### src/rtl/ftg_pkg.sv
// shared types, constants and microprogram for the fixed timestep tick generator
package ftg_pkg;

    localparam int FRAC_BITS  = 24;
    localparam int TICK_BITS  = 48;
    localparam int TOTAL_BITS = 56;
    localparam int STEP_W     = 21;
    localparam int MAX_W      = 8;
    localparam int DELTA_W    = 25;
    localparam int LEFT_W     = 23;
    localparam int ALPHA_W    = 16;
    localparam int CFG_IDX_W  = 1;
    localparam int CFG_W      = 21;
    localparam int PC_W       = 3;
    localparam int CNT_W      = 4;
    localparam int MOD_ITERS  = 7;
    localparam int SH_W       = STEP_W + MOD_ITERS - 1;

    localparam logic [STEP_W-1:0]  STEP_MIN   = STEP_W'((64'd1 << FRAC_BITS) / 240);
    localparam logic [STEP_W-1:0]  STEP_MAX   = STEP_W'((64'd1 << FRAC_BITS) / 15);
    localparam logic [STEP_W-1:0]  STEP_RESET = STEP_W'(279620);
    localparam logic [MAX_W-1:0]   MAX_RESET  = MAX_W'(5);
    localparam logic [LEFT_W-1:0]  DELTA_MAX  = LEFT_W'((64'd1 << FRAC_BITS) / 4);
    localparam logic [CNT_W-1:0]   MOD_LAST   = CNT_W'(MOD_ITERS - 1);
    localparam logic [CNT_W-1:0]   DIV_LAST   = CNT_W'(ALPHA_W - 1);

    localparam logic [CFG_IDX_W-1:0] CFG_FIXED_STEP = 1'b0;
    localparam logic [CFG_IDX_W-1:0] CFG_MAX_STEPS  = 1'b1;

    localparam logic [PC_W-1:0] PC_ACCEPT   = 3'd0;
    localparam logic [PC_W-1:0] PC_STEP     = 3'd1;
    localparam logic [PC_W-1:0] PC_MOD_INIT = 3'd2;
    localparam logic [PC_W-1:0] PC_MOD      = 3'd3;
    localparam logic [PC_W-1:0] PC_DIV_INIT = 3'd4;
    localparam logic [PC_W-1:0] PC_DIV      = 3'd5;
    localparam logic [PC_W-1:0] PC_EMIT     = 3'd6;

    typedef enum logic [2:0] {
        OP_NOP,
        OP_ACCEPT,
        OP_STEP,
        OP_MOD_INIT,
        OP_MOD,
        OP_DIV_INIT,
        OP_DIV,
        OP_EMIT
    } t_op;

    typedef enum logic [2:0] {
        C_ALWAYS,
        C_IN_VALID,
        C_STEP_OK,
        C_CNT_ZERO,
        C_OUT_FREE
    } t_cond;

    typedef struct packed {
        t_op              op;
        t_cond            cond;
        logic [PC_W-1:0]  tgt_true;
        logic [PC_W-1:0]  tgt_false;
    } t_uword;

    typedef struct packed {
        logic step_ok;
        logic cnt_zero;
    } t_dp_flags;

    typedef struct packed {
        logic in_valid;
        logic step_ok;
        logic cnt_zero;
        logic out_free;
    } t_status;

    function automatic t_uword micro_rom(input logic [PC_W-1:0] pc);
        t_uword w;
        unique case (pc)
            PC_ACCEPT:   w = '{OP_ACCEPT,   C_IN_VALID, PC_STEP,     PC_ACCEPT};
            PC_STEP:     w = '{OP_STEP,     C_STEP_OK,  PC_STEP,     PC_MOD_INIT};
            PC_MOD_INIT: w = '{OP_MOD_INIT, C_ALWAYS,   PC_MOD,      PC_MOD};
            PC_MOD:      w = '{OP_MOD,      C_CNT_ZERO, PC_DIV_INIT, PC_MOD};
            PC_DIV_INIT: w = '{OP_DIV_INIT, C_ALWAYS,   PC_DIV,      PC_DIV};
            PC_DIV:      w = '{OP_DIV,      C_CNT_ZERO, PC_EMIT,     PC_DIV};
            PC_EMIT:     w = '{OP_EMIT,     C_OUT_FREE, PC_ACCEPT,   PC_EMIT};
            default:     w = '{OP_NOP,      C_ALWAYS,   PC_ACCEPT,   PC_ACCEPT};
        endcase
        return w;
    endfunction

endpackage

### src/rtl/ftg_seq.sv
// microcode sequencer: step counter, control rom and conditional jumps
module ftg_seq
    import ftg_pkg::*;
(
    input  logic    i_clk,
    input  logic    i_rst_n,
    input  t_status i_status,
    output t_op     o_op
);

    logic [PC_W-1:0] r_pc;
    logic [PC_W-1:0] n_pc;
    t_uword          w_word;
    logic            w_take;

    assign w_word = micro_rom(r_pc);
    assign o_op   = w_word.op;

    always_comb begin
        unique case (w_word.cond)
            C_ALWAYS:   w_take = 1'b1;
            C_IN_VALID: w_take = i_status.in_valid;
            C_STEP_OK:  w_take = i_status.step_ok;
            C_CNT_ZERO: w_take = i_status.cnt_zero;
            C_OUT_FREE: w_take = i_status.out_free;
            default:    w_take = 1'b1;
        endcase
        n_pc = w_take ? w_word.tgt_true : w_word.tgt_false;
    end

    always_ff @(posedge i_clk) begin
        if (!i_rst_n) begin
            r_pc <= PC_ACCEPT;
        end else begin
            r_pc <= n_pc;
        end
    end

endmodule

### src/rtl/ftg_dp.sv
// datapath: accumulator, totals, step loop, modulo and alpha divider
module ftg_dp
    import ftg_pkg::*;
(
    input  logic                     i_clk,
    input  logic                     i_rst_n,
    input  t_op                      i_op,
    input  logic                     i_in_valid,
    input  logic                     i_action,
    input  logic signed [DELTA_W-1:0] i_frame_delta,
    input  logic [STEP_W-1:0]        i_step,
    input  logic [MAX_W-1:0]         i_max_steps,
    output t_dp_flags                o_flags,
    output logic [MAX_W-1:0]         o_steps,
    output logic [ALPHA_W-1:0]       o_alpha,
    output logic [TOTAL_BITS-1:0]    o_total,
    output logic [TICK_BITS-1:0]     o_tick,
    output logic                     o_dropped
);

    logic [LEFT_W-1:0]     r_left;
    logic [TOTAL_BITS-1:0] r_total;
    logic [TICK_BITS-1:0]  r_tick;
    logic [MAX_W-1:0]      r_steps;
    logic                  r_dropped;
    logic [CNT_W-1:0]      r_cnt;
    logic [STEP_W-1:0]     r_rem;
    logic [ALPHA_W-1:0]    r_quo;

    logic [LEFT_W-1:0]     w_delta;
    logic                  w_left_ge;
    logic                  w_step_ok;
    logic                  w_accept;
    logic [SH_W-1:0]       w_step_sh;
    logic                  w_mod_ge;
    logic [STEP_W:0]       w_rem2;
    logic                  w_div_ge;

    always_comb begin
        if (i_frame_delta[DELTA_W-1]) begin
            w_delta = '0;
        end else if (i_frame_delta[DELTA_W-2:0] > (DELTA_W-1)'(DELTA_MAX)) begin
            w_delta = DELTA_MAX;
        end else begin
            w_delta = i_frame_delta[LEFT_W-1:0];
        end
    end

    assign w_accept  = (i_op == OP_ACCEPT) && i_in_valid;
    assign w_left_ge = r_left >= LEFT_W'(i_step);
    assign w_step_ok = w_left_ge && (r_steps < i_max_steps);
    assign w_step_sh = SH_W'(i_step) << r_cnt;
    assign w_mod_ge  = SH_W'(r_left) >= w_step_sh;
    assign w_rem2    = {r_rem, 1'b0};
    assign w_div_ge  = w_rem2 >= {1'b0, i_step};

    assign o_flags.step_ok  = w_step_ok;
    assign o_flags.cnt_zero = (r_cnt == '0);
    assign o_steps          = r_steps;
    assign o_alpha          = r_quo;
    assign o_total          = r_total;
    assign o_tick           = r_tick;
    assign o_dropped        = r_dropped;

    // architectural state
    always_ff @(posedge i_clk) begin
        if (!i_rst_n) begin
            r_left  <= '0;
            r_total <= '0;
            r_tick  <= '0;
        end else begin
            case (i_op)
                OP_ACCEPT: begin
                    if (i_in_valid) begin
                        if (i_action) begin
                            r_left  <= '0;
                            r_total <= '0;
                            r_tick  <= '0;
                        end else begin
                            r_left <= r_left + w_delta;
                        end
                    end
                end
                OP_STEP: begin
                    if (w_step_ok) begin
                        r_left  <= r_left - LEFT_W'(i_step);
                        r_total <= r_total + TOTAL_BITS'(i_step);
                        r_tick  <= r_tick + TICK_BITS'(1);
                    end
                end
                OP_MOD: begin
                    if (w_mod_ge) begin
                        r_left <= LEFT_W'(SH_W'(r_left) - w_step_sh);
                    end
                end
                default: begin
                end
            endcase
        end
    end

    // per item working registers
    always_ff @(posedge i_clk) begin
        case (i_op)
            OP_ACCEPT: begin
                if (w_accept) begin
                    r_steps   <= '0;
                    r_dropped <= 1'b0;
                end
            end
            OP_STEP: begin
                if (w_step_ok) begin
                    r_steps <= r_steps + MAX_W'(1);
                end
            end
            OP_MOD_INIT: begin
                r_dropped <= w_left_ge;
                r_cnt     <= MOD_LAST;
            end
            OP_MOD: begin
                r_cnt <= r_cnt - CNT_W'(1);
            end
            OP_DIV_INIT: begin
                r_rem <= r_left[STEP_W-1:0];
                r_quo <= '0;
                r_cnt <= DIV_LAST;
            end
            OP_DIV: begin
                if (w_div_ge) begin
                    r_rem <= STEP_W'(w_rem2 - {1'b0, i_step});
                end else begin
                    r_rem <= w_rem2[STEP_W-1:0];
                end
                r_quo <= {r_quo[ALPHA_W-2:0], w_div_ge};
                r_cnt <= r_cnt - CNT_W'(1);
            end
            default: begin
            end
        endcase
    end

    a_mod_leaves_remainder: assert property (@(posedge i_clk) disable iff (!i_rst_n)
        (i_op == OP_DIV_INIT) |-> (r_left < LEFT_W'(i_step)))
        else $error("accumulator not below one step after modulo");

    a_steps_bounded: assert property (@(posedge i_clk) disable iff (!i_rst_n)
        (i_op == OP_STEP) |-> (r_steps <= i_max_steps))
        else $error("step count above limit");

    a_clear_item: assert property (@(posedge i_clk) disable iff (!i_rst_n)
        (w_accept && i_action) |=> (r_left == '0 && r_total == '0 && r_tick == '0))
        else $error("clear request left state behind");

endmodule

### src/rtl/fixed_timestep_tick_generator.sv
// top level: configuration registers, sequencer, datapath and output register
//
//  channel | direction | handshake                 | fields
//  in      | input     | i_in_valid / o_in_stall   | i_action, i_frame_delta
//  out     | output    | o_out_valid / i_out_stall | steps, step length, alpha, totals, flag
//  cfg     | input     | i_cfg_we                  | i_cfg_index, i_cfg_data
//
// a request passes from acceptance through one step state per step and one exit step, the
// modulo init and iterations, the divider init and iterations, and the emit step that loads it
// the input is free again the cycle after the result loads; the next request is taken even
// while the previous result is still stalled
// a stalled result holds the sequencer at its emit step until the output register frees
// synchronous active-low reset clears totals and accumulator and restores configuration
module fixed_timestep_tick_generator
    import ftg_pkg::*;
(
    input  logic                      i_clk,
    input  logic                      i_rst_n,
    input  logic                      i_in_valid,
    output logic                      o_in_stall,
    input  logic                      i_action,
    input  logic signed [DELTA_W-1:0] i_frame_delta,
    output logic                      o_out_valid,
    input  logic                      i_out_stall,
    output logic [MAX_W-1:0]          o_steps_taken,
    output logic [STEP_W-1:0]         o_step_length,
    output logic [ALPHA_W-1:0]        o_blend_alpha,
    output logic [TOTAL_BITS-1:0]     o_total_time,
    output logic [TICK_BITS-1:0]      o_tick_count,
    output logic                      o_time_dropped,
    input  logic                      i_cfg_we,
    input  logic [CFG_IDX_W-1:0]      i_cfg_index,
    input  logic [CFG_W-1:0]          i_cfg_data
);

    logic [STEP_W-1:0]     r_fixed_step;
    logic [MAX_W-1:0]      r_max_steps;
    logic                  r_out_valid;
    logic [MAX_W-1:0]      r_steps_taken;
    logic [STEP_W-1:0]     r_step_length;
    logic [ALPHA_W-1:0]    r_blend_alpha;
    logic [TOTAL_BITS-1:0] r_total_time;
    logic [TICK_BITS-1:0]  r_tick_count;
    logic                  r_time_dropped;

    t_op                   w_op;
    t_status               w_status;
    t_dp_flags             w_flags;
    logic                  w_out_free;
    logic                  w_load;
    logic [STEP_W-1:0]     w_step_clamped;
    logic [MAX_W-1:0]      w_dp_steps;
    logic [ALPHA_W-1:0]    w_dp_alpha;
    logic [TOTAL_BITS-1:0] w_dp_total;
    logic [TICK_BITS-1:0]  w_dp_tick;
    logic                  w_dp_dropped;

    assign w_out_free = !r_out_valid || !i_out_stall;
    assign w_load     = (w_op == OP_EMIT) && w_out_free;
    assign o_in_stall = (w_op != OP_ACCEPT);

    assign w_status.in_valid = i_in_valid;
    assign w_status.step_ok  = w_flags.step_ok;
    assign w_status.cnt_zero = w_flags.cnt_zero;
    assign w_status.out_free = w_out_free;

    always_comb begin
        if (i_cfg_data[STEP_W-1:0] < STEP_MIN) begin
            w_step_clamped = STEP_MIN;
        end else if (i_cfg_data[STEP_W-1:0] > STEP_MAX) begin
            w_step_clamped = STEP_MAX;
        end else begin
            w_step_clamped = i_cfg_data[STEP_W-1:0];
        end
    end

    always_ff @(posedge i_clk) begin
        if (!i_rst_n) begin
            r_fixed_step <= STEP_RESET;
            r_max_steps  <= MAX_RESET;
        end else if (i_cfg_we) begin
            unique case (i_cfg_index)
                CFG_FIXED_STEP: r_fixed_step <= w_step_clamped;
                CFG_MAX_STEPS: begin
                    if (i_cfg_data[MAX_W-1:0] == '0) begin
                        r_max_steps <= MAX_W'(1);
                    end else begin
                        r_max_steps <= i_cfg_data[MAX_W-1:0];
                    end
                end
                default: begin
                end
            endcase
        end
    end

    ftg_seq u_seq (
        .i_clk    (i_clk),
        .i_rst_n  (i_rst_n),
        .i_status (w_status),
        .o_op     (w_op)
    );

    ftg_dp u_dp (
        .i_clk         (i_clk),
        .i_rst_n       (i_rst_n),
        .i_op          (w_op),
        .i_in_valid    (i_in_valid),
        .i_action      (i_action),
        .i_frame_delta (i_frame_delta),
        .i_step        (r_fixed_step),
        .i_max_steps   (r_max_steps),
        .o_flags       (w_flags),
        .o_steps       (w_dp_steps),
        .o_alpha       (w_dp_alpha),
        .o_total       (w_dp_total),
        .o_tick        (w_dp_tick),
        .o_dropped     (w_dp_dropped)
    );

    always_ff @(posedge i_clk) begin
        if (!i_rst_n) begin
            r_out_valid <= 1'b0;
        end else if (w_load) begin
            r_out_valid <= 1'b1;
        end else if (!i_out_stall) begin
            r_out_valid <= 1'b0;
        end
    end

    always_ff @(posedge i_clk) begin
        if (w_load) begin
            r_steps_taken  <= w_dp_steps;
            r_step_length  <= r_fixed_step;
            r_blend_alpha  <= w_dp_alpha;
            r_total_time   <= w_dp_total;
            r_tick_count   <= w_dp_tick;
            r_time_dropped <= w_dp_dropped;
        end
    end

    assign o_out_valid    = r_out_valid;
    assign o_steps_taken  = r_steps_taken;
    assign o_step_length  = r_step_length;
    assign o_blend_alpha  = r_blend_alpha;
    assign o_total_time   = r_total_time;
    assign o_tick_count   = r_tick_count;
    assign o_time_dropped = r_time_dropped;

    a_no_overwrite: assert property (@(posedge i_clk) disable iff (!i_rst_n)
        (r_out_valid && i_out_stall) |-> !w_load)
        else $error("stalled result overwritten");

    a_busy_stalls_input: assert property (@(posedge i_clk) disable iff (!i_rst_n)
        (!o_in_stall && i_in_valid) |=> o_in_stall)
        else $error("second request taken while one is in progress");

endmodule

### config.mk
export PLATFORM = sky130hd
export DESIGN_NAME = fixed_timestep_tick_generator
export DESIGN_NICKNAME = d
export VERILOG_FILES = /design/src/rtl/ftg_pkg.sv /design/src/rtl/ftg_seq.sv /design/src/rtl/ftg_dp.sv /design/src/rtl/fixed_timestep_tick_generator.sv
export SDC_FILE = /design/constraint.sdc
export NUM_CORES = 1
export LEC_CHECK = 0
export ABC_CLOCK_PERIOD_IN_PS = 10540
export BUFFER_PORTS_ARGS = -buffer_cell sky130_fd_sc_hd__buf_2
export CORE_UTILIZATION = 29
export DETAILED_ROUTE_END_ITERATION = 7
export PLACE_DENSITY_LB_ADDON = 0.3
export SKIP_LAST_GASP = 1
export SLEW_MARGIN = 10
export SYNTH_ARGS = -nofsm -noshare
export SYNTH_HDL_FRONTEND = slang
export SYNTH_SLANG_ARGS = --single-unit
### constraint.sdc
create_clock -name i_clk -period 10.54 [get_ports i_clk]
set_clock_uncertainty 0.05 [all_clocks]
set_input_delay 0.527 -clock i_clk [delete_from_list [all_inputs] [get_ports i_clk]]
set_output_delay 0.527 -clock i_clk [all_outputs]
set_load 0.02 [all_outputs]
**After elaboration in Yosys (flattened, before gate mapping)**

Cells that the tools add are included.

- $lt $le $gt $ge: 7
- Equal/unequal tests: 24
- Reduce and logical (&&, ||, !) cells: 21
- Mux-type cells: 32
- $add $sub $neg: 8
- Shift-type cells: 1
- Bitwise logic cells: 1

Operators by type and width:

| kind | number |
|---|---|
| $mux 56 | 3 |
| $mux 48 | 3 |
| $mux 23 | 6 |
| $pmux 56 s2 | 1 |
| $pmux 48 s2 | 1 |
| $pmux 12 s7 | 1 |
| $pmux 23 s3 | 1 |
| $mux 21 | 3 |
| $add 56x21->56 | 1 |
| $add 48x1->48 const B | 1 |
| $pmux 21 s2 | 1 |
| $pmux 16 s2 | 1 |
| $ge 23x27->1 | 1 |
| $shl 21x4->27 | 1 |
| $eq 3x3->1 const B | 8 |
| $gt 24x23->1 const B | 1 |
| $mux 8 | 3 |
| $add 23x23->23 | 1 |
| $ge 23x21->1 | 1 |
| $sub 23x21->23 | 1 |
| $sub 23x23->23 | 1 |
| $ge 22x21->1 | 1 |
| $gt 21x21->1 const B | 1 |
| $lt 21x17->1 const B | 1 |
| other kinds (28) | 50 |

- Register bits after elaboration: 360
- Output and inout port bits: 152
- Logic and storage cells: 112
- Input bits: 53

**Depth between registers and ports, before layout**

- Depth after elaboration: 7
- Depth in mapped cells: 20
- Mapped depth without buffers: 16

**Modules after synthesis**

From an unflattened synthesis, not the netlist that was laid out.

- Cell total of the unflattened synthesis: 2145
- Area total of the unflattened synthesis: 20716.1 sq um

Modules (own cells, without submodules):

| module | area an instance (sq um) | times used | seq. area each (sq um) | cells each |
|---|---|---|---|---|
| ftg_dp | 14785.4 | 1 | 4043.9 | 1837 |
| fixed_timestep_tick_generator | 5713.0 | 1 | 5104.9 | 282 |
| ftg_seq | 217.7 | 1 | 60.1 | 26 |

**Least setup slack after synthesis**

No wires, ideal clock.

- Kind: register to register
- Start: register with a tool-made name
- End: register with a tool-made name
- Buffers on the path: 1
- Setup time: 127 ps
- Data arrival time: 8704 ps
- Slack: 1658 ps
- Cell stages (with the launch flop): 9
- Data required time: 10363 ps
- Clock period less this slack: 8882 ps
- Cell sequence: dfxtp_1 clkbuf_1 inv_1 nor2_1 nand2_1 a21oi_1 or3_1 or3_1 nand3_1

**Worst setup path after layout**

- Start: register u_dp.r_cnt[1]
- End: register u_dp.r_left[5]

- Longest elaborated chain between the ends: 4
- Elaborated cells between the ends (all ways): 7
- Classes of those cells: add/sub: 1; order compare: 1; eq/ne: 1; shift: 1; mux: 2; reduce/logical: 1

RTL lines:

| element | line | source |
|---|---|---|
| start, declared | ftg_dp.sv:26 | `logic [CNT_W-1:0] r_cnt;` |
| start signal, assigned | ftg_dp.sv:121 | `r_cnt <= r_cnt - CNT_W'(1);` |
| start signal, assigned | ftg_dp.sv:135 | `r_cnt <= r_cnt - CNT_W'(1);` |
| $shl 21x4->27 (*) | ftg_dp.sv:52 | `assign w_step_sh = SH_W'(i_step) << r_cnt;` |
| $sub 23x23->23 / $ge 23x27->1 (equally long branches) | ftg_dp.sv:93, ftg_dp.sv:53 |  |
| $mux 23 / $ne 2x1->1 (equally long branches) | -- |  |
| $pmux 23 s3 / $reduce_and 4->1 (equally long branches) | -- |  |
| end signal, assigned | ftg_dp.sv:80 | `r_left <= r_left + w_delta;` |
| end signal, assigned | ftg_dp.sv:86 | `r_left <= r_left - LEFT_W'(i_step);` |
| end signal, assigned | ftg_dp.sv:93 | `r_left <= LEFT_W'(SH_W'(r_left) - w_step_sh);` |
| end, declared | ftg_dp.sv:21 | `logic [LEFT_W-1:0] r_left;` |

Every way passes the cells marked *; elsewhere a longest branch is shown, timed or not. The select of a mux whose other input is x is not followed.
A chain may end at the register's enable or synchronous reset.

==> results.sh <==
export IMPL_status="finished, final reports clean"
export IMPL_grt_pass1_vias=18100
export IMPL_fin_crit_sh_pct=49.6
export IMPL_cp_required_ps=10950
export IMPL_synth_seq_cells=360
export IMPL_netlist_area_leader_share_pct=28.2
export IMPL_clock_path_buffers=3
export IMPL_cp_max_fo=46
export IMPL_ys_warn_count=0
export IMPL_clk_latency_ps=580
export IMPL_yosysSeqAreaShare_pct=43.2
export IMPL_coreArea_um2=72800
export IMPL_start_util_pct=29.3
export IMPL_tightest_slew_ps=1090
export IMPL_max_slew_margin_pct=27.3
export IMPL_final_cell_mix="nand2_1 (241), buf_2 (204), edfxtp_1 (200)"
export IMPL_max_stage_delay_ps=870
export IMPL_synth_edff_count=200
export IMPL_overflow=0
export IMPL_clkPwrFrac_pct=31.2
export IMPL_cap_violations=0
export IMPL_grt_busiest_layer="met2"
export IMPL_routed_wl_um=72500
export IMPL_utilization_pct=34.2
export IMPL_fp_row_count=99
export IMPL_combinationalPowerShare_pct=35.7
export IMPL_setup_tns_ps=0
export IMPL_initialDrtViolationCount=1620
export IMPL_fmax_mhz=191
export IMPL_synth_nets=2468
export IMPL_die_w_um=273
export IMPL_cts_tree="yes"
export IMPL_firstDrtPassIters=5
export IMPL_cts_buffers=42
export IMPL_ant_nets=0
export IMPL_grt_use_met3_pct=2.92
export IMPL_postCtsSetupBuffers=0
export IMPL_crit_path_top_delay_cell="a22oi_4"
export IMPL_syn_area_um2=21300
export IMPL_grtUsageMet2_pct=31.7
export IMPL_yosys_cell_types_count=84
export IMPL_die_area_um2=74600
export IMPL_fin_nets=2642
export IMPL_path_class="flop to flop"
export IMPL_clk_pin_slew_ps=70
export IMPL_htree_levels=2
export IMPL_cp_arrival_ps=5640
export IMPL_rsz0062_at_grt="false"
export IMPL_track_usage_pct=19.0
export IMPL_worstHoldPathType="input pin to flop"
export IMPL_yosys_area_top_type="edfxtp_1"
export IMPL_grt_use_met1_pct=25.4
export IMPL_slew_viol_final=0
export IMPL_antenna_found_initial=5
export IMPL_cpMostUsedCell="o211a_1"
export IMPL_synthTopCellsByArea="edfxtp_1 (28%), dfxtp_1 (15%), ha_1 (7.0%), nand2_1 (4.3%), a21oi_1 (4.0%)"
export IMPL_sw_frac_of_total_pct=37.7
export IMPL_cts_root_buf="clkbuf_16"
export IMPL_fin_crit_ps=5230
export IMPL_p_leak_nw=9.47
export IMPL_gp_routability_congestion=0.908
export IMPL_ys_flop_type="edfxtp_1"
export IMPL_path_buf_inv=2
export IMPL_crit_chain="buf_4 -> inv_1 -> o211a_1 -> a21oi_1 -> and2_1 -> a31oi_1 -> or2_2 -> ha_1 -> o2111a_1 -> nor4_1 -> o311a_1 -> or4_4 -> a22oi_4 -> o221ai_1 -> o211a_1"
export IMPL_critical_path_top_delay_family="compound AO/OA/AOI/OAI gates"
export IMPL_hold_violations=0
export IMPL_synth_cells=2291
export IMPL_p_per_area_nw_per_um2=208
export IMPL_end_kind="flop"
export IMPL_avgSynthCellArea_um2=9.31
export IMPL_start_kind="flop"
export IMPL_numPortBuffers=204
export IMPL_vias=18800
export IMPL_avgViaCountPerCell=5.44
export IMPL_seq_power_share_pct=33.1
export IMPL_cts_resized=0
export IMPL_drive_above_1_share_pct=14.4
export IMPL_ir_drop_v=0.000111
export IMPL_grt_start_max_net_pins=153
export IMPL_layout_commonest_cell="nand2_1"
export IMPL_die_y_um=273
export IMPL_setup_viol=0
export IMPL_switching_power_w=0.00195
export IMPL_postSynth_asyncResetShare_pct=0
export IMPL_dp_hpwl_um=53700
export IMPL_io_pins=205
export IMPL_avgRoutedWirePerCell_um=20.9
export IMPL_hold_buffers=0
export IMPL_p_int_w=0.00322
export IMPL_cts_sinks=360
export IMPL_grt_first_pass_wirelength_um=110000
export IMPL_drc_errors=0
export IMPL_area_growth_pct=16.8
## worst register-to-register path: stages (launching register included)
cell and delay, ps:
edfxtp_1 320, buf_4 330, inv_1 350, o211a_1 200
a21oi_1 140, and2_1 150, a31oi_1 50, or2_2 380
ha_1 410, o2111a_1 290, nor4_1 90, o311a_1 420
or4_4 560, a22oi_4 870, o221ai_1 330, o211a_1 200
## flip-flops by register name (all words and copies together), names as in the netlist, 2 cells and up, named ones only
| register | flops |
|---|---|
| o_total_time | 56 |
| u_dp.o_total | 56 |
| o_tick_count | 48 |
| u_dp.o_tick | 48 |
| u_dp.r_left | 23 |
| o_step_length | 21 |
| r_fixed_step | 21 |
| u_dp.r_rem | 21 |
| o_blend_alpha | 16 |
| u_dp.o_alpha | 16 |
| o_steps_taken | 8 |
| r_max_steps | 8 |
| u_dp.o_steps | 8 |
| u_dp.r_cnt | 4 |
| u_seq.r_pc | 2 |
## per-stage QoR
step | power, W | instance area (µm²) | setup WS (ps) | cells | hold WS [ps]
3_5_place_dp | 0.00357 | 23400 | 5160 | 3380 | 377
2_1_floorplan | 0.00299 | 21300 | 1660 | 2291 | 350
5_1_grt | 0.00545 | 24900 | 4960 | 3458 | 155
3_3_place_gp | 0.00355 | 23400 | 5200 | 3380 | 354
6_report | 0.00518 | 24900 | 5310 | 3462 | 165
4_1_cts | 0.00520 | 24900 | 5350 | 3458 | 134
## routing by layer
layer / part of all wire, % / wire [µm] / vias to the layer above
met5: 0.033 / 24 / -
met4: 2.5 / 1790 / 4
met3: 5.6 / 4030 / 96
met2: 47 / 34000 / 568
met1: 45 / 32600 / 9203
li1: - / - / 8950
## layout make-up
| class | instances | area, µm² |
|---|---|---|
| clock buffer | 54 | 1130 |
| fill | 7451 | 47900 |
| tap | 959 | 1200 |
| sequential | 360 | 9210 |
| multi-input combinational | 1736 | 11400 |
| clock inverter | 24 | 387 |
| inverter | 98 | 368 |
| timing repair buffer | 227 | 1210 |
| antenna | 4 | 10.0 |
## cells in the mapped netlist (11+ instances only)
cell type  instances
o21ai_0          129
a211oi_1          41
a21oi_1          172
nor2b_1           14
and3_1            46
or3_1             40
nand2_1          242
ha_1             119
o31ai_1           30
xnor2_1           81
nor2_1           190
dfxtp_1          160
a31oi_1           43
and2_1            36
inv_1             96
nand4_1           31
edfxtp_1         200
a21o_1            33
nor4_1            19
xor2_1            26
nand2b_1          14
a2111oi_0         21
or4_1             20
nor3_1            39
o211ai_1          28
mux4_2            13
buf_2             11
mux2i_1           26
and4_1            12
clkbuf_1          78
o21a_1            18
nand3_1           81
or2_2             20
## power by group through the flow
stage	combinational, W	clock [W]	sequential (W)
2_1_floorplan	0.00134	0	0.00165
3_5_place_dp	0.00182	0	0.00175
5_1_grt	0.00203	0.00170	0.00172
4_1_cts	0.00183	0.00165	0.00172
3_3_place_gp	0.00181	0	0.00175
6_report	0.00185	0.00161	0.00171
## cell families after synthesis
| group | after synthesis | synth area share (%) |
|---|---|---|
| AO/OA/AOI/OAI | 636 | 19.7 |
| XOR/XNOR | 107 | 4.39 |
| adder cells (fa/ha/maj) | 124 | 7.45 |
| buffers and inverters | 195 | 3.58 |
| flip-flops | 360 | 43.2 |
| multiplexers | 43 | 2.80 |
| AND/OR/NAND/NOR | 826 | 18.9 |
## final timing paths
check                        start                end  slack (ps)  cells past startpoint
hold / removal      i_cfg_data[20]   r_fixed_step[20]         170                      3
hold reg to reg   u_dp.o_alpha[15]  o_blend_alpha[15]         390                      0
setup / recovery     u_dp.r_cnt[1]     u_dp.r_left[5]        5310                     15
setup reg to reg     u_dp.r_cnt[1]     u_dp.r_left[5]        5310                     15
Power figures use the tool's default switching activity.
